**src/hw/rtl/wvt_pkg.sv**
```systemverilog
// Package for the word vocabulary tokenizer: token codes, field widths, queue
// entry type and the vocabulary ROM function.
// Depends on nothing; every other file imports it.
package wvt_pkg;

    localparam int MAX_WORD_LEN_DEF  = 4;
    localparam int VOCAB_ENTRIES_DEF = 18;
    localparam int ROM_SLOTS         = 64;
    localparam int ROM_WIDTH         = 16;
    localparam int QUEUE_DEPTH       = 4;
    localparam int FIRST_WORD        = 4;

    localparam int TOK_W = 5;
    localparam int PAD_W = 9;
    localparam int CNT_W = 10;

    localparam logic [TOK_W-1:0] TOK_UNK   = 5'd1;
    localparam logic [TOK_W-1:0] TOK_START = 5'd2;
    localparam logic [TOK_W-1:0] TOK_END   = 5'd3;

    localparam logic [CNT_W-1:0] COUNT_MAX     = 10'd1023;
    localparam logic [PAD_W-1:0] PAD_MAX       = 9'd511;
    localparam logic [CNT_W-1:0] PAD_LEN_RESET = 10'd512;

    localparam logic MODE_TEXT = 1'b0;
    localparam logic MODE_END  = 1'b1;

    typedef struct packed {
        logic [4:0]                len;
        logic [ROM_WIDTH-1:0][7:0] text;
    } t_rom_entry;

    // One queue entry holds every result that a single input item causes.
    typedef struct packed {
        logic             start;
        logic             word;
        logic [TOK_W-1:0] word_id;
        logic             fin;
        logic [PAD_W-1:0] pad;
    } t_bundle;

    function automatic t_rom_entry vocab_rom(input logic [5:0] idx);
        t_rom_entry e;
        e = '0;
        unique case (idx)
            6'd4: begin
                e.len = 5'd3; e.text[0] = "t"; e.text[1] = "h"; e.text[2] = "e";
            end
            6'd5: begin
                e.len = 5'd1; e.text[0] = "a";
            end
            6'd6: begin
                e.len = 5'd2; e.text[0] = "a"; e.text[1] = "n";
            end
            6'd7: begin
                e.len = 5'd3; e.text[0] = "a"; e.text[1] = "n"; e.text[2] = "d";
            end
            6'd8: begin
                e.len = 5'd2; e.text[0] = "o"; e.text[1] = "r";
            end
            6'd9: begin
                e.len = 5'd3; e.text[0] = "b"; e.text[1] = "u"; e.text[2] = "t";
            end
            6'd10: begin
                e.len = 5'd2; e.text[0] = "i"; e.text[1] = "n";
            end
            6'd11: begin
                e.len = 5'd2; e.text[0] = "o"; e.text[1] = "n";
            end
            6'd12: begin
                e.len = 5'd2; e.text[0] = "a"; e.text[1] = "t";
            end
            6'd13: begin
                e.len = 5'd2; e.text[0] = "t"; e.text[1] = "o";
            end
            6'd14: begin
                e.len = 5'd3; e.text[0] = "f"; e.text[1] = "o"; e.text[2] = "r";
            end
            6'd15: begin
                e.len = 5'd2; e.text[0] = "o"; e.text[1] = "f";
            end
            6'd16: begin
                e.len = 5'd4; e.text[0] = "w"; e.text[1] = "i"; e.text[2] = "t";
                e.text[3] = "h";
            end
            6'd17: begin
                e.len = 5'd2; e.text[0] = "b"; e.text[1] = "y";
            end
            default: begin
                e = '0;
            end
        endcase
        return e;
    endfunction

endpackage

```
**src/hw/rtl/wvt_ifs.sv**
```systemverilog
// Channel interfaces of the word vocabulary tokenizer: text input, token
// output and configuration write. Depends on wvt_pkg.
interface wvt_in_if import wvt_pkg::*; ();
    logic       valid;
    logic       ready;
    logic       mode;
    logic [7:0] text_byte;

    modport source (output valid, output mode, output text_byte, input ready);
    modport sink (input valid, input mode, input text_byte, output ready);
endinterface

interface wvt_out_if import wvt_pkg::*; ();
    logic             valid;
    logic             ready;
    logic [TOK_W-1:0] token_id;
    logic [PAD_W-1:0] pad_count;
    logic             last_token;

    modport source (output valid, output token_id, output pad_count, output last_token,
                    input ready);
    modport sink (input valid, input token_id, input pad_count, input last_token,
                  output ready);
endinterface

interface wvt_cfg_if import wvt_pkg::*; ();
    logic             valid;
    logic             ready;
    logic [CNT_W-1:0] padded_length;

    modport source (output valid, output padded_length, input ready);
    modport sink (input valid, input padded_length, output ready);
endinterface

```
**src/hw/rtl/wvt_front.sv**
```systemverilog
// Front end: accepts text items, builds words, looks them up in the vocabulary
// ROM and pushes a bundle per item that yields tokens. Depends on wvt_pkg and wvt_ifs.
module wvt_front import wvt_pkg::*; #(
    parameter int MAX_WORD_LEN  = MAX_WORD_LEN_DEF,
    parameter int VOCAB_ENTRIES = VOCAB_ENTRIES_DEF
) (
    input  logic     i_clk,
    input  logic     i_rst_n,
    wvt_in_if.sink   i_in,
    wvt_cfg_if.sink  i_cfg,
    output logic     o_push_vld,
    output t_bundle  o_push_data,
    input  logic     i_push_rdy
);

    localparam int IDXW = $clog2(MAX_WORD_LEN);
    localparam int LENW = $clog2(MAX_WORD_LEN + 1);

    logic [7:0]       r_buf [MAX_WORD_LEN];
    logic [LENW-1:0]  r_len, n_len;
    logic             r_long, n_long;
    logic             r_started, n_started;
    logic [CNT_W-1:0] r_cnt, n_cnt;
    logic [CNT_W-1:0] r_pad_len;

    logic             accept;
    logic             is_end;
    logic             alpha_up;
    logic             alnum;
    logic [7:0]       lc;
    logic             emit_start;
    logic             emit_word;
    logic             buf_wr;
    logic [TOK_W-1:0] word_hit;
    logic [11:0]      cnt_sum;
    logic [11:0]      total_sum;
    logic [CNT_W-1:0] cnt_mid;
    logic [CNT_W-1:0] total;
    logic [CNT_W-1:0] pad_diff;
    logic [PAD_W-1:0] pad;

    assign i_in.ready  = i_push_rdy;
    assign i_cfg.ready = 1'b1;
    assign accept      = i_in.valid && i_push_rdy;

    assign is_end   = (i_in.mode == MODE_END);
    assign alpha_up = (i_in.text_byte >= "A") && (i_in.text_byte <= "Z");
    assign alnum    = alpha_up || ((i_in.text_byte >= "a") && (i_in.text_byte <= "z"))
                      || ((i_in.text_byte >= "0") && (i_in.text_byte <= "9"));
    assign lc       = alpha_up ? (i_in.text_byte + 8'h20) : i_in.text_byte;

    assign emit_start = !r_started;
    assign emit_word  = (r_len != '0) && (is_end || !alnum);
    assign buf_wr     = accept && !is_end && alnum && (r_len < LENW'(MAX_WORD_LEN));

    // The lowest matching index wins, so the scan runs from the top down.
    always_comb begin
        t_rom_entry e;
        logic       same;
        word_hit = TOK_UNK;
        for (int i = VOCAB_ENTRIES - 1; i >= FIRST_WORD; i--) begin
            e    = vocab_rom(6'(i));
            same = (e.len == 5'(r_len));
            for (int j = 0; j < MAX_WORD_LEN; j++) begin
                if ((j < int'(r_len)) && (e.text[j] != r_buf[j])) begin
                    same = 1'b0;
                end
            end
            if (same) begin
                word_hit = TOK_W'(i);
            end
        end
    end

    assign cnt_sum   = {2'b00, r_cnt} + 12'(emit_start) + 12'(emit_word);
    assign total_sum = cnt_sum + 12'd1;
    assign cnt_mid   = (cnt_sum > 12'(COUNT_MAX)) ? COUNT_MAX : cnt_sum[CNT_W-1:0];
    assign total     = (total_sum > 12'(COUNT_MAX)) ? COUNT_MAX : total_sum[CNT_W-1:0];
    assign pad_diff  = (r_pad_len > total) ? (r_pad_len - total) : '0;
    assign pad       = (pad_diff > CNT_W'(PAD_MAX)) ? PAD_MAX : pad_diff[PAD_W-1:0];

    assign o_push_vld          = accept && (emit_start || emit_word || is_end);
    assign o_push_data.start   = emit_start;
    assign o_push_data.word    = emit_word;
    assign o_push_data.word_id = r_long ? TOK_UNK : word_hit;
    assign o_push_data.fin     = is_end;
    assign o_push_data.pad     = is_end ? pad : '0;

    always_comb begin
        n_len     = r_len;
        n_long    = r_long;
        n_started = r_started;
        n_cnt     = r_cnt;
        if (accept) begin
            if (is_end) begin
                n_len     = '0;
                n_long    = 1'b0;
                n_started = 1'b0;
                n_cnt     = '0;
            end else begin
                n_started = 1'b1;
                n_cnt     = cnt_mid;
                if (alnum) begin
                    if (r_len < LENW'(MAX_WORD_LEN)) begin
                        n_len = r_len + 1'b1;
                    end else begin
                        n_long = 1'b1;
                    end
                end else if (r_len != '0) begin
                    n_len  = '0;
                    n_long = 1'b0;
                end
            end
        end
    end

    always_ff @(posedge i_clk) begin
        if (!i_rst_n) begin
            r_len     <= '0;
            r_long    <= 1'b0;
            r_started <= 1'b0;
            r_cnt     <= '0;
            r_pad_len <= PAD_LEN_RESET;
        end else begin
            r_len     <= n_len;
            r_long    <= n_long;
            r_started <= n_started;
            r_cnt     <= n_cnt;
            if (i_cfg.valid) begin
                r_pad_len <= i_cfg.padded_length;
            end
        end
    end

    always_ff @(posedge i_clk) begin
        if (buf_wr) begin
            r_buf[r_len[IDXW-1:0]] <= lc;
        end
    end

endmodule

```
**src/hw/rtl/wvt_queue.sv**
```systemverilog
// Short queue of result bundles between the front end and the back end.
// Depends on wvt_pkg.
module wvt_queue import wvt_pkg::*; (
    input  logic    i_clk,
    input  logic    i_rst_n,
    input  logic    i_push_vld,
    input  t_bundle i_push_data,
    output logic    o_push_rdy,
    output logic    o_pop_vld,
    output t_bundle o_pop_data,
    input  logic    i_pop_rdy
);

    localparam int PTRW = $clog2(QUEUE_DEPTH);
    localparam int CNTW = $clog2(QUEUE_DEPTH + 1);

    t_bundle         r_mem [QUEUE_DEPTH];
    logic [PTRW-1:0] r_wr_ptr;
    logic [PTRW-1:0] r_rd_ptr;
    logic [CNTW-1:0] r_cnt;
    logic            push;
    logic            pop;

    assign o_push_rdy = (r_cnt != CNTW'(QUEUE_DEPTH));
    assign o_pop_vld  = (r_cnt != '0);
    assign o_pop_data = r_mem[r_rd_ptr];
    assign push       = i_push_vld && o_push_rdy;
    assign pop        = i_pop_rdy && o_pop_vld;

    always_ff @(posedge i_clk) begin
        if (!i_rst_n) begin
            r_wr_ptr <= '0;
            r_rd_ptr <= '0;
            r_cnt    <= '0;
        end else begin
            if (push) begin
                r_wr_ptr <= r_wr_ptr + 1'b1;
            end
            if (pop) begin
                r_rd_ptr <= r_rd_ptr + 1'b1;
            end
            if (push && !pop) begin
                r_cnt <= r_cnt + 1'b1;
            end else if (pop && !push) begin
                r_cnt <= r_cnt - 1'b1;
            end
        end
    end

    always_ff @(posedge i_clk) begin
        if (push) begin
            r_mem[r_wr_ptr] <= i_push_data;
        end
    end

endmodule

```
**src/hw/rtl/wvt_back.sv**
```systemverilog
// Back end: unpacks each bundle into start, word and end tokens, one per cycle
// when not stalled, through a registered output. Depends on wvt_pkg and wvt_ifs.
module wvt_back import wvt_pkg::*; (
    input  logic      i_clk,
    input  logic      i_rst_n,
    input  logic      i_pop_vld,
    input  t_bundle   i_pop_data,
    output logic      o_pop_rdy,
    wvt_out_if.source o_out
);

    logic [2:0]       r_pend, n_pend;
    logic [TOK_W-1:0] r_word_id;
    logic [PAD_W-1:0] r_pad;
    logic             r_out_vld;
    logic [TOK_W-1:0] r_tok;
    logic [PAD_W-1:0] r_out_pad;
    logic             r_last;

    logic             out_free;
    logic             emit;
    logic [2:0]       sel;
    logic [2:0]       pend_after;
    logic             load;

    assign out_free = !r_out_vld || o_out.ready;
    assign emit     = out_free && (r_pend != '0);

    // Bit 0 is the start token, bit 1 the word, bit 2 the end token.
    always_comb begin
        priority if (r_pend[0]) begin
            sel = 3'b001;
        end else if (r_pend[1]) begin
            sel = 3'b010;
        end else if (r_pend[2]) begin
            sel = 3'b100;
        end else begin
            sel = 3'b000;
        end
    end

    assign pend_after = emit ? (r_pend & ~sel) : r_pend;
    assign o_pop_rdy  = (pend_after == '0);
    assign load       = o_pop_rdy && i_pop_vld;
    assign n_pend     = load ? {i_pop_data.fin, i_pop_data.word, i_pop_data.start}
                             : pend_after;

    always_ff @(posedge i_clk) begin
        if (!i_rst_n) begin
            r_pend    <= '0;
            r_out_vld <= 1'b0;
        end else begin
            r_pend <= n_pend;
            if (emit) begin
                r_out_vld <= 1'b1;
            end else if (o_out.ready) begin
                r_out_vld <= 1'b0;
            end
        end
    end

    always_ff @(posedge i_clk) begin
        if (load) begin
            r_word_id <= i_pop_data.word_id;
            r_pad     <= i_pop_data.pad;
        end
        if (emit) begin
            unique case (sel)
                3'b001: begin
                    r_tok     <= TOK_START;
                    r_out_pad <= '0;
                    r_last    <= 1'b0;
                end
                3'b010: begin
                    r_tok     <= r_word_id;
                    r_out_pad <= '0;
                    r_last    <= 1'b0;
                end
                default: begin
                    r_tok     <= TOK_END;
                    r_out_pad <= r_pad;
                    r_last    <= 1'b1;
                end
            endcase
        end
    end

    assign o_out.valid      = r_out_vld;
    assign o_out.token_id   = r_tok;
    assign o_out.pad_count  = r_out_pad;
    assign o_out.last_token = r_last;

endmodule

```
**src/hw/rtl/word_vocab_tokenizer_top.sv**
```systemverilog
// Top level of the word vocabulary tokenizer: front end, bundle queue and
// back end. Depends on wvt_pkg, wvt_ifs, wvt_front, wvt_queue and wvt_back.
//
//   channel  direction  payload                           accepted when
//   i_in     in         mode, text_byte                   valid && ready
//   o_out    out        token_id, pad_count, last_token   valid && ready
//   i_cfg    in         padded_length                     valid && ready
//
// One input item is taken per cycle while the four-entry bundle queue has room.
// The output gives one token per cycle while o_out.ready allows; the first token
// of an accepted item passes through the bundle queue, the back end's pending
// register and its output register.
// Reset is synchronous and restores padded_length to 512.
// Output stalls fill the queue and then drop i_in.ready; i_cfg is always ready.
module word_vocab_tokenizer_top import wvt_pkg::*; #(
    parameter int MAX_WORD_LEN  = MAX_WORD_LEN_DEF,
    parameter int VOCAB_ENTRIES = VOCAB_ENTRIES_DEF
) (
    input  logic      i_clk,
    input  logic      i_rst_n,
    wvt_in_if.sink    i_in,
    wvt_cfg_if.sink   i_cfg,
    wvt_out_if.source o_out
);

    logic    push_vld;
    t_bundle push_data;
    logic    push_rdy;
    logic    pop_vld;
    t_bundle pop_data;
    logic    pop_rdy;

    wvt_front #(
        .MAX_WORD_LEN  (MAX_WORD_LEN),
        .VOCAB_ENTRIES (VOCAB_ENTRIES)
    ) u_front (
        .i_clk       (i_clk),
        .i_rst_n     (i_rst_n),
        .i_in        (i_in),
        .i_cfg       (i_cfg),
        .o_push_vld  (push_vld),
        .o_push_data (push_data),
        .i_push_rdy  (push_rdy)
    );

    wvt_queue u_queue (
        .i_clk       (i_clk),
        .i_rst_n     (i_rst_n),
        .i_push_vld  (push_vld),
        .i_push_data (push_data),
        .o_push_rdy  (push_rdy),
        .o_pop_vld   (pop_vld),
        .o_pop_data  (pop_data),
        .i_pop_rdy   (pop_rdy)
    );

    wvt_back u_back (
        .i_clk      (i_clk),
        .i_rst_n    (i_rst_n),
        .i_pop_vld  (pop_vld),
        .i_pop_data (pop_data),
        .o_pop_rdy  (pop_rdy),
        .o_out      (o_out)
    );

endmodule

```
**src/flat_wrapper.sv**
```systemverilog
// flat-port wrapper written by rule: the top's interface ports become plain ports
module word_vocab_tokenizer_top_flat import wvt_pkg::*;
#(
    parameter int MAX_WORD_LEN  = MAX_WORD_LEN_DEF,
    parameter int VOCAB_ENTRIES = VOCAB_ENTRIES_DEF
)
  (i_clk, i_rst_n, i_in_valid, i_in_mode, i_in_text_byte, i_in_ready, i_cfg_valid, i_cfg_padded_length, i_cfg_ready, o_out_valid, o_out_token_id, o_out_pad_count, o_out_last_token, o_out_ready);
  wvt_in_if i_in_i ();
  wvt_cfg_if i_cfg_i ();
  wvt_out_if o_out_i ();
  input  logic i_clk;
  input  logic i_rst_n;
  input wire logic [$bits(i_in_i.valid)-1:0] i_in_valid;
  input wire logic [$bits(i_in_i.mode)-1:0] i_in_mode;
  input wire logic [$bits(i_in_i.text_byte)-1:0] i_in_text_byte;
  output wire logic [$bits(i_in_i.ready)-1:0] i_in_ready;
  input wire logic [$bits(i_cfg_i.valid)-1:0] i_cfg_valid;
  input wire logic [$bits(i_cfg_i.padded_length)-1:0] i_cfg_padded_length;
  output wire logic [$bits(i_cfg_i.ready)-1:0] i_cfg_ready;
  output wire logic [$bits(o_out_i.valid)-1:0] o_out_valid;
  output wire logic [$bits(o_out_i.token_id)-1:0] o_out_token_id;
  output wire logic [$bits(o_out_i.pad_count)-1:0] o_out_pad_count;
  output wire logic [$bits(o_out_i.last_token)-1:0] o_out_last_token;
  input wire logic [$bits(o_out_i.ready)-1:0] o_out_ready;
  assign i_in_i.valid = i_in_valid;
  assign i_in_i.mode = i_in_mode;
  assign i_in_i.text_byte = i_in_text_byte;
  assign i_in_ready = i_in_i.ready;
  assign i_cfg_i.valid = i_cfg_valid;
  assign i_cfg_i.padded_length = i_cfg_padded_length;
  assign i_cfg_ready = i_cfg_i.ready;
  assign o_out_valid = o_out_i.valid;
  assign o_out_token_id = o_out_i.token_id;
  assign o_out_pad_count = o_out_i.pad_count;
  assign o_out_last_token = o_out_i.last_token;
  assign o_out_i.ready = o_out_ready;
  word_vocab_tokenizer_top #(.MAX_WORD_LEN(MAX_WORD_LEN), .VOCAB_ENTRIES(VOCAB_ENTRIES)) u_core (.i_clk(i_clk), .i_rst_n(i_rst_n), .i_in(i_in_i), .i_cfg(i_cfg_i), .o_out(o_out_i));
endmodule
```
**config.mk**
```make
export PLATFORM = sky130hd
export DESIGN_NAME = word_vocab_tokenizer_top_flat
export DESIGN_NICKNAME = d
export VERILOG_FILES = /design/src/hw/rtl/wvt_pkg.sv /design/src/hw/rtl/wvt_ifs.sv /design/src/hw/rtl/wvt_front.sv /design/src/hw/rtl/wvt_queue.sv /design/src/hw/rtl/wvt_back.sv /design/src/hw/rtl/word_vocab_tokenizer_top.sv /design/src/flat_wrapper.sv
export SDC_FILE = /design/constraint.sdc
export NUM_CORES = 1
export LEC_CHECK = 0
export BUFFER_PORTS_ARGS = -buffer_cell sky130_fd_sc_hd__buf_2
export CAP_MARGIN = 20
export CORE_MARGIN = 2
export CORE_UTILIZATION = 65
export CTS_CLUSTER_DIAMETER = 40
export DETAILED_ROUTE_END_ITERATION = 8
export GPL_ROUTABILITY_DRIVEN = 1
export GPL_TIMING_DRIVEN = 1
export MAX_ROUTING_LAYER = met4
export PLACE_DENSITY = 0.94
export SETUP_SLACK_MARGIN = 0.4
export SLEW_MARGIN = 40
export SYNTH_ARGS = -nofsm -noshare
export SYNTH_HDL_FRONTEND = slang
export SYNTH_SLANG_ARGS = --single-unit
```
**constraint.sdc**
```tcl
create_clock -name i_clk -period 13.85 [get_ports i_clk]
set_clock_uncertainty 0.2 [all_clocks]
set_input_delay 3.4625 -clock i_clk [delete_from_list [all_inputs] [get_ports i_clk]]
set_output_delay 3.4625 -clock i_clk [all_outputs]
set_load 0.02 [all_outputs]
```
Word-level counts from Yosys, hierarchy flattened
Memories as Yosys holds them, arrays and structs flattened. A register that Yosys moved wholly into a read port is not among the register bits.
Cells that the tools add are included.

storage, ports and cells
  register bits = 65
  memory bits (writable) = 100
  input port bits = 24
  output and inout bits = 18
  word-level logic and storage cells = 238
  memories kept = 2

cells by class
  add/sub/neg operators = 10
  magnitude comparators = 15
  eq/ne operators = 30
  multiplexer cells = 101
  bitwise operators = 2
  reduce and logical (&&, ||, !) cells = 63

memory list
  name                  words  bits a word  read ports  clocked after Yosys merged registers in  wr ports  line             source
  u_core.u_queue.r_mem  4      17           1           1                                        1         wvt_queue.sv:17  t_bundle r_mem [QUEUE_DEPTH];
  u_core.u_front.r_buf  4      8            4           0                                        1         wvt_front.sv:19  logic [7:0] r_buf [MAX_WORD_LEN];

operators with widths
  kind                     number
  $ne A7 B8 Y1 const A     21
  $mux W5                  15
  $mux W1                  65
  $mux W10                 4
  $logic_and A1 B1 Y1      38
  $mux W3                  11
  $gt A12 B10 Y1 const B   2
  $reduce_bool A8 Y1       3
  $mux W9                  2
  $ge A8 B7 Y1 const B     2
  $le A8 B7 Y1 const B     2
  $add A11 B1 Y12          1
  $add A12 B1 Y12 const B  1
  $reduce_bool A3 Y1       4
  $add A10 B1 Y11          1
  $gt A10 B10 Y1           1
  $gt A10 B9 Y1 const B    1
  $pmux W5 S2              1
  $sub A10 B10 Y10         1
  $add A8 B6 Y8 const B    1
  $ge A8 B6 Y1 const B     1
  $le A8 B6 Y1 const B     1
  $mux W8                  1
  $add A3 B1 Y3 const B    2
  21 further kinds         39

Depth between registers and ports, before layout
An unclocked memory read counts as a cell.

  depth after elaboration = 22
  mapped depth = 22
  gate-level depth less buffers = 21

Cells and area by module
A second synthesis with hierarchy kept.

unflattened totals
  cell total of the unflattened synthesis = 634
  area total of the unflattened synthesis = 8152.8 um2

modules (own cells, without submodules)
  module     times used  cells each  area an instance (um2)  sequential area each (um2)
  wvt_front  1           418         3908.7                  1461.4
  wvt_queue  1           137         2987.9                  2222.1
  wvt_back   1           79          1256.2                  950.9

Least setup slack after synthesis
OpenSTA, ideal clock, no wires.

  kind = input to register
  start = input i_in_text_byte[0]
  end = memory u_core.u_queue.r_mem[0][0] (netlist bit), data pin
  setup time = 0.263 ns
  arrival = 8.149 ns
  data required time = 13.387 ns
  slack = 5.238 ns
  stages on the path = 21
  path buffers = 1
  path through = nor4_1 -> a32oi_1 -> o32a_1 -> nor3_1 -> a21oi_1 -> fa_1 -> ha_1 -> buf_2 -> nand2b_1 -> a211oi_2 -> o22ai_1 -> o41ai_4 -> or2_1 -> ha_1 -> fa_1 -> nor2b_1 -> o31a_1 -> o311a_1 -> o311ai_1 -> a21oi_1 -> and2_1

RTL lines
  element      line                source
  from (decl)  flat_wrapper.sv:15  input wire logic [$bits(i_in_i.text_byte)-1:0] i_in_text_byte;
  to (decl)    wvt_queue.sv:17

==> qor.yml <==
status:
  status: "finished clean"
power:
  p_total_w: 0.00148
  p_leak_nw: 3.14
  irDropWorstVdd_uv: 117
  power.switching_w: 0.000434
  p_sw_share_pct: 29.3
  clkPwrFrac_pct: 30.7
  pwr-share-seq_pct: 46.9
  powerDensity_mw_per_mm2: 169
  p_int_w: 0.00105
  comb_power_share_pct: 22.4
layout:
  finalNetCount: 708
  synthToLayoutAreaGrowth_pct: 11.1
  post-route-util_pct: 73.6
  layout-drive-gt1-share_pct: 17.3
  antenna_cells: 0
setup_path:
  crit_path_end_kind: "flop"
  crit_chain: "buf_2 > nor4_1 > a32oi_1 > o32a_1 > nor3_1 > a21oi_1 > fa_1 > ha_1 > nand2b_1 > a211oi_2 > o22ai_1 > o41ai_4 > or2_1 > ha_1 > fa_1 > nor2b_1 > o31a_1 > o311a_1 > o31ai_1 > xnor2_1 > o21a_1"
  crit_required_ns: 13.81
  worstSetupStartpointType: "input pin"
  slowest_delay_ns: 0.60
  crit_fanout: 10
  worstSetupPathType: "input pin to flop"
  cp_slowest_cell: "o41ai_4"
  r2r_cells: 18
  cp_data_arrival_time_ns: 9.08
placement:
  dp_hpwl_mm: 10.6
  dpl_worst_slack_ns: 4.43
  io_buffers: 40
  gp_congestion: 0.907
synth:
  netlist_top_cells_count: "129 x edfxtp_1, 61 x nor2_1, 38 x dfxtp_1, 31 x a21oi_1, 27 x and2_1"
  synth_area_leaders: "edfxtp_1 49%, dfxtp_1 9.6%, mux4_2 4.9%"
  postSynthAreaPerCell_um2: 12.7
  synthCells: 622
  synth_edf_count: 129
  ys_seq_elements: 167
  seq_area_frac_synth_pct: 58.7
  synth_nets: 672
  yosysWarnings: 0
  synth_top_cell_area_share_pct: 49.1
  synth_ff_type: "edfxtp_1"
  synth.largest_area_cell: "edfxtp_1"
  async_flop_share_pct: 0
  synth_cell_type_count: 74
  synth_most_common_cell: "edfxtp_1"
  synthesis.area_mm2: 0.00789
detailed_routing:
  vias: 5172
  first_pass_iters: 5
  ant_nets: 0
  first_iter_violations: 391
  drc: 0
  routedWlPerCell_um: 18.8
  wirelength_mm: 15.4
  vias_per_cell: 6.32
floorplan:
  rows: 40
  die_w_um: 114
  io_pins: 42
  core_area_mm2: 0.0119
  dieArea_mm2: 0.0130
  initial_core_util_pct: 66.3
  die_height_um: 114
global_route:
  antenna_found_initial: 0
  grt_pass1_vias: 5234
  grt_max_degree: 32
  gr-usage-all-layers_pct: 26.4
  grt_pass1_wl_mm: 25.5
  grt-ovfl-total: 0
timing:
  min_period_ns: 9.12
  max_slew_margin_pct: 45.9
  holdWs_ns: 0.311
  tns_ns: 0
  final.setup.worst_slack_ns: 4.73
  fmax_mhz: 110
  finalCritPeriodShare_pct: 65.8
  hold_viol: 0
  rsz0062_at_grt: "false"
  setup_violations: 0
  worstMarginPinSlew_ns: 0.810
  maxSlewViolCount: 0
clock_network:
  root_buffer: "clkbuf_16"
  insertion_delay_ns: 0.43
  cts.hold.buffers_added: 0
  cts_sinks: 167
  h-tree-depth: 4
  clk_pin_slew_ns: 0.07
  cts_tree: "done"
  cts_buffers: 17
  cts_resized: 0
  cts_setup_buffers: 0
  clockBufferDepth: 2
run:
  max_cap_viol_count: 0
min_path:
  hold_depth: 2
  hold_class: "flop to flop"
==> state kept, by name, summed over array words and instances, names as in the netlist, 5 cells and up, named ones only <==
signal	cells
u_core.u_back.o_out.pad_count	9
u_core.u_back.o_out.token_id	5
u_core.u_back.r_pad	9
u_core.u_back.r_word_id	5
u_core.u_front.r_buf	32
u_core.u_front.r_cnt	10
u_core.u_front.r_pad_len	10
u_core.u_queue.r_mem	68
==> worst paths after layout <==
kind / startpoint / end / slack, ns
setup / recovery: i_in_text_byte[0] / u_core.u_queue.r_mem[3][8]$_DFFE_PP_ / 4.73
setup reg to reg: u_core.u_front.r_len[1]$_SDFFE_PN0P_ / u_core.u_queue.r_mem[3][8]$_DFFE_PP_ / 8.18
hold / removal: u_core.u_front.r_pad_len[5]$_SDFFE_PN0P_ / u_core.u_front.r_pad_len[5]$_SDFFE_PN0P_ / 0.31
hold reg to reg: u_core.u_front.r_pad_len[5]$_SDFFE_PN0P_ / u_core.u_front.r_pad_len[5]$_SDFFE_PN0P_ / 0.31
==> critical path: cells and delay by family <==
kind	cells	cell delay, ns
compound gates	10	2.90
buf+inv	1	0.14
simple gates	5	1.22
xor+xnor	1	0.16
fa+ha+maj	4	1.20
==> metal layers <==
layer | track usage (%) | wire length, um | vias to the layer above
met5 | - | 0 | -
met4 | 11.2 | 295 | 0
met1 | 31.5 | 6470 | 2471
met3 | 7.78 | 933 | 33
li1 | - | - | 2443
met2 | 42.3 | 7690 | 225
==> cell families after synthesis <==
group | after synthesis | share of synthesized area [%]
and+or+nand+nor | 216 | 14.8
adders and majority gates | 27 | 4.53
DFF | 167 | 58.7
buffers and inverters | 46 | 2.46
other | 1 | 0.0475
xor gates and xnor gates | 22 | 2.68
AOI/OAI and AO/OA | 112 | 10.1
muxes | 31 | 6.64
==> power groups by stage <==
stage	combinational [W]	sequential (W)	clock, W
2_1_floorplan	0.000225	0.000719	0
3_3_place_gp	0.000314	0.000699	0
3_5_place_dp	0.000330	0.000705	0
4_1_cts	0.000333	0.000695	0.000460
5_1_grt	0.000365	0.000704	0.000480
6_report	0.000332	0.000694	0.000455
==> cell usage in the layout (no fill, tap or decap), types with 6 or more instances in the layout <==
cell type,Yosys,layout
nor4_1,11,11
buf_2,8,40
nand4_1,7,7
dfxtp_1,38,38
xor2_1,7,7
nand3_1,15,15
mux4_2,17,17
ha_1,23,23
nor2_1,61,60
inv_1,22,21
nor2b_1,9,9
clkbuf_16,0,19
a31oi_1,9,9
a211oi_1,9,9
nand2_1,26,26
o21a_1,11,10
and2_1,27,23
mux2i_1,13,13
edfxtp_1,129,129
nor3_1,15,15
a21oi_1,31,31
inv_6,0,6
nand3b_1,7,7
nand2b_1,6,6
xnor2_1,14,14
o21ai_0,12,12
==> final cells by class <==
class	count	area, um2
timing repair buffer	41	208
clock inverter	13	103
clock buffer	19	475
inverter	22	82.6
tap	147	184
sequential	167	4630
multi-input combinational	409	3080
fill	767	3150
==> per-stage QoR <==
step | cells | instance area, um2
after floorplan | 622 | 7890
after CTS | 818 | 8760
final | 818 | 8770
after global routing | 818 | 8770
after detailed placement | 786 | 8180
after global placement | 786 | 8170
No activity file was read; power rests on OpenSTA's default activity.
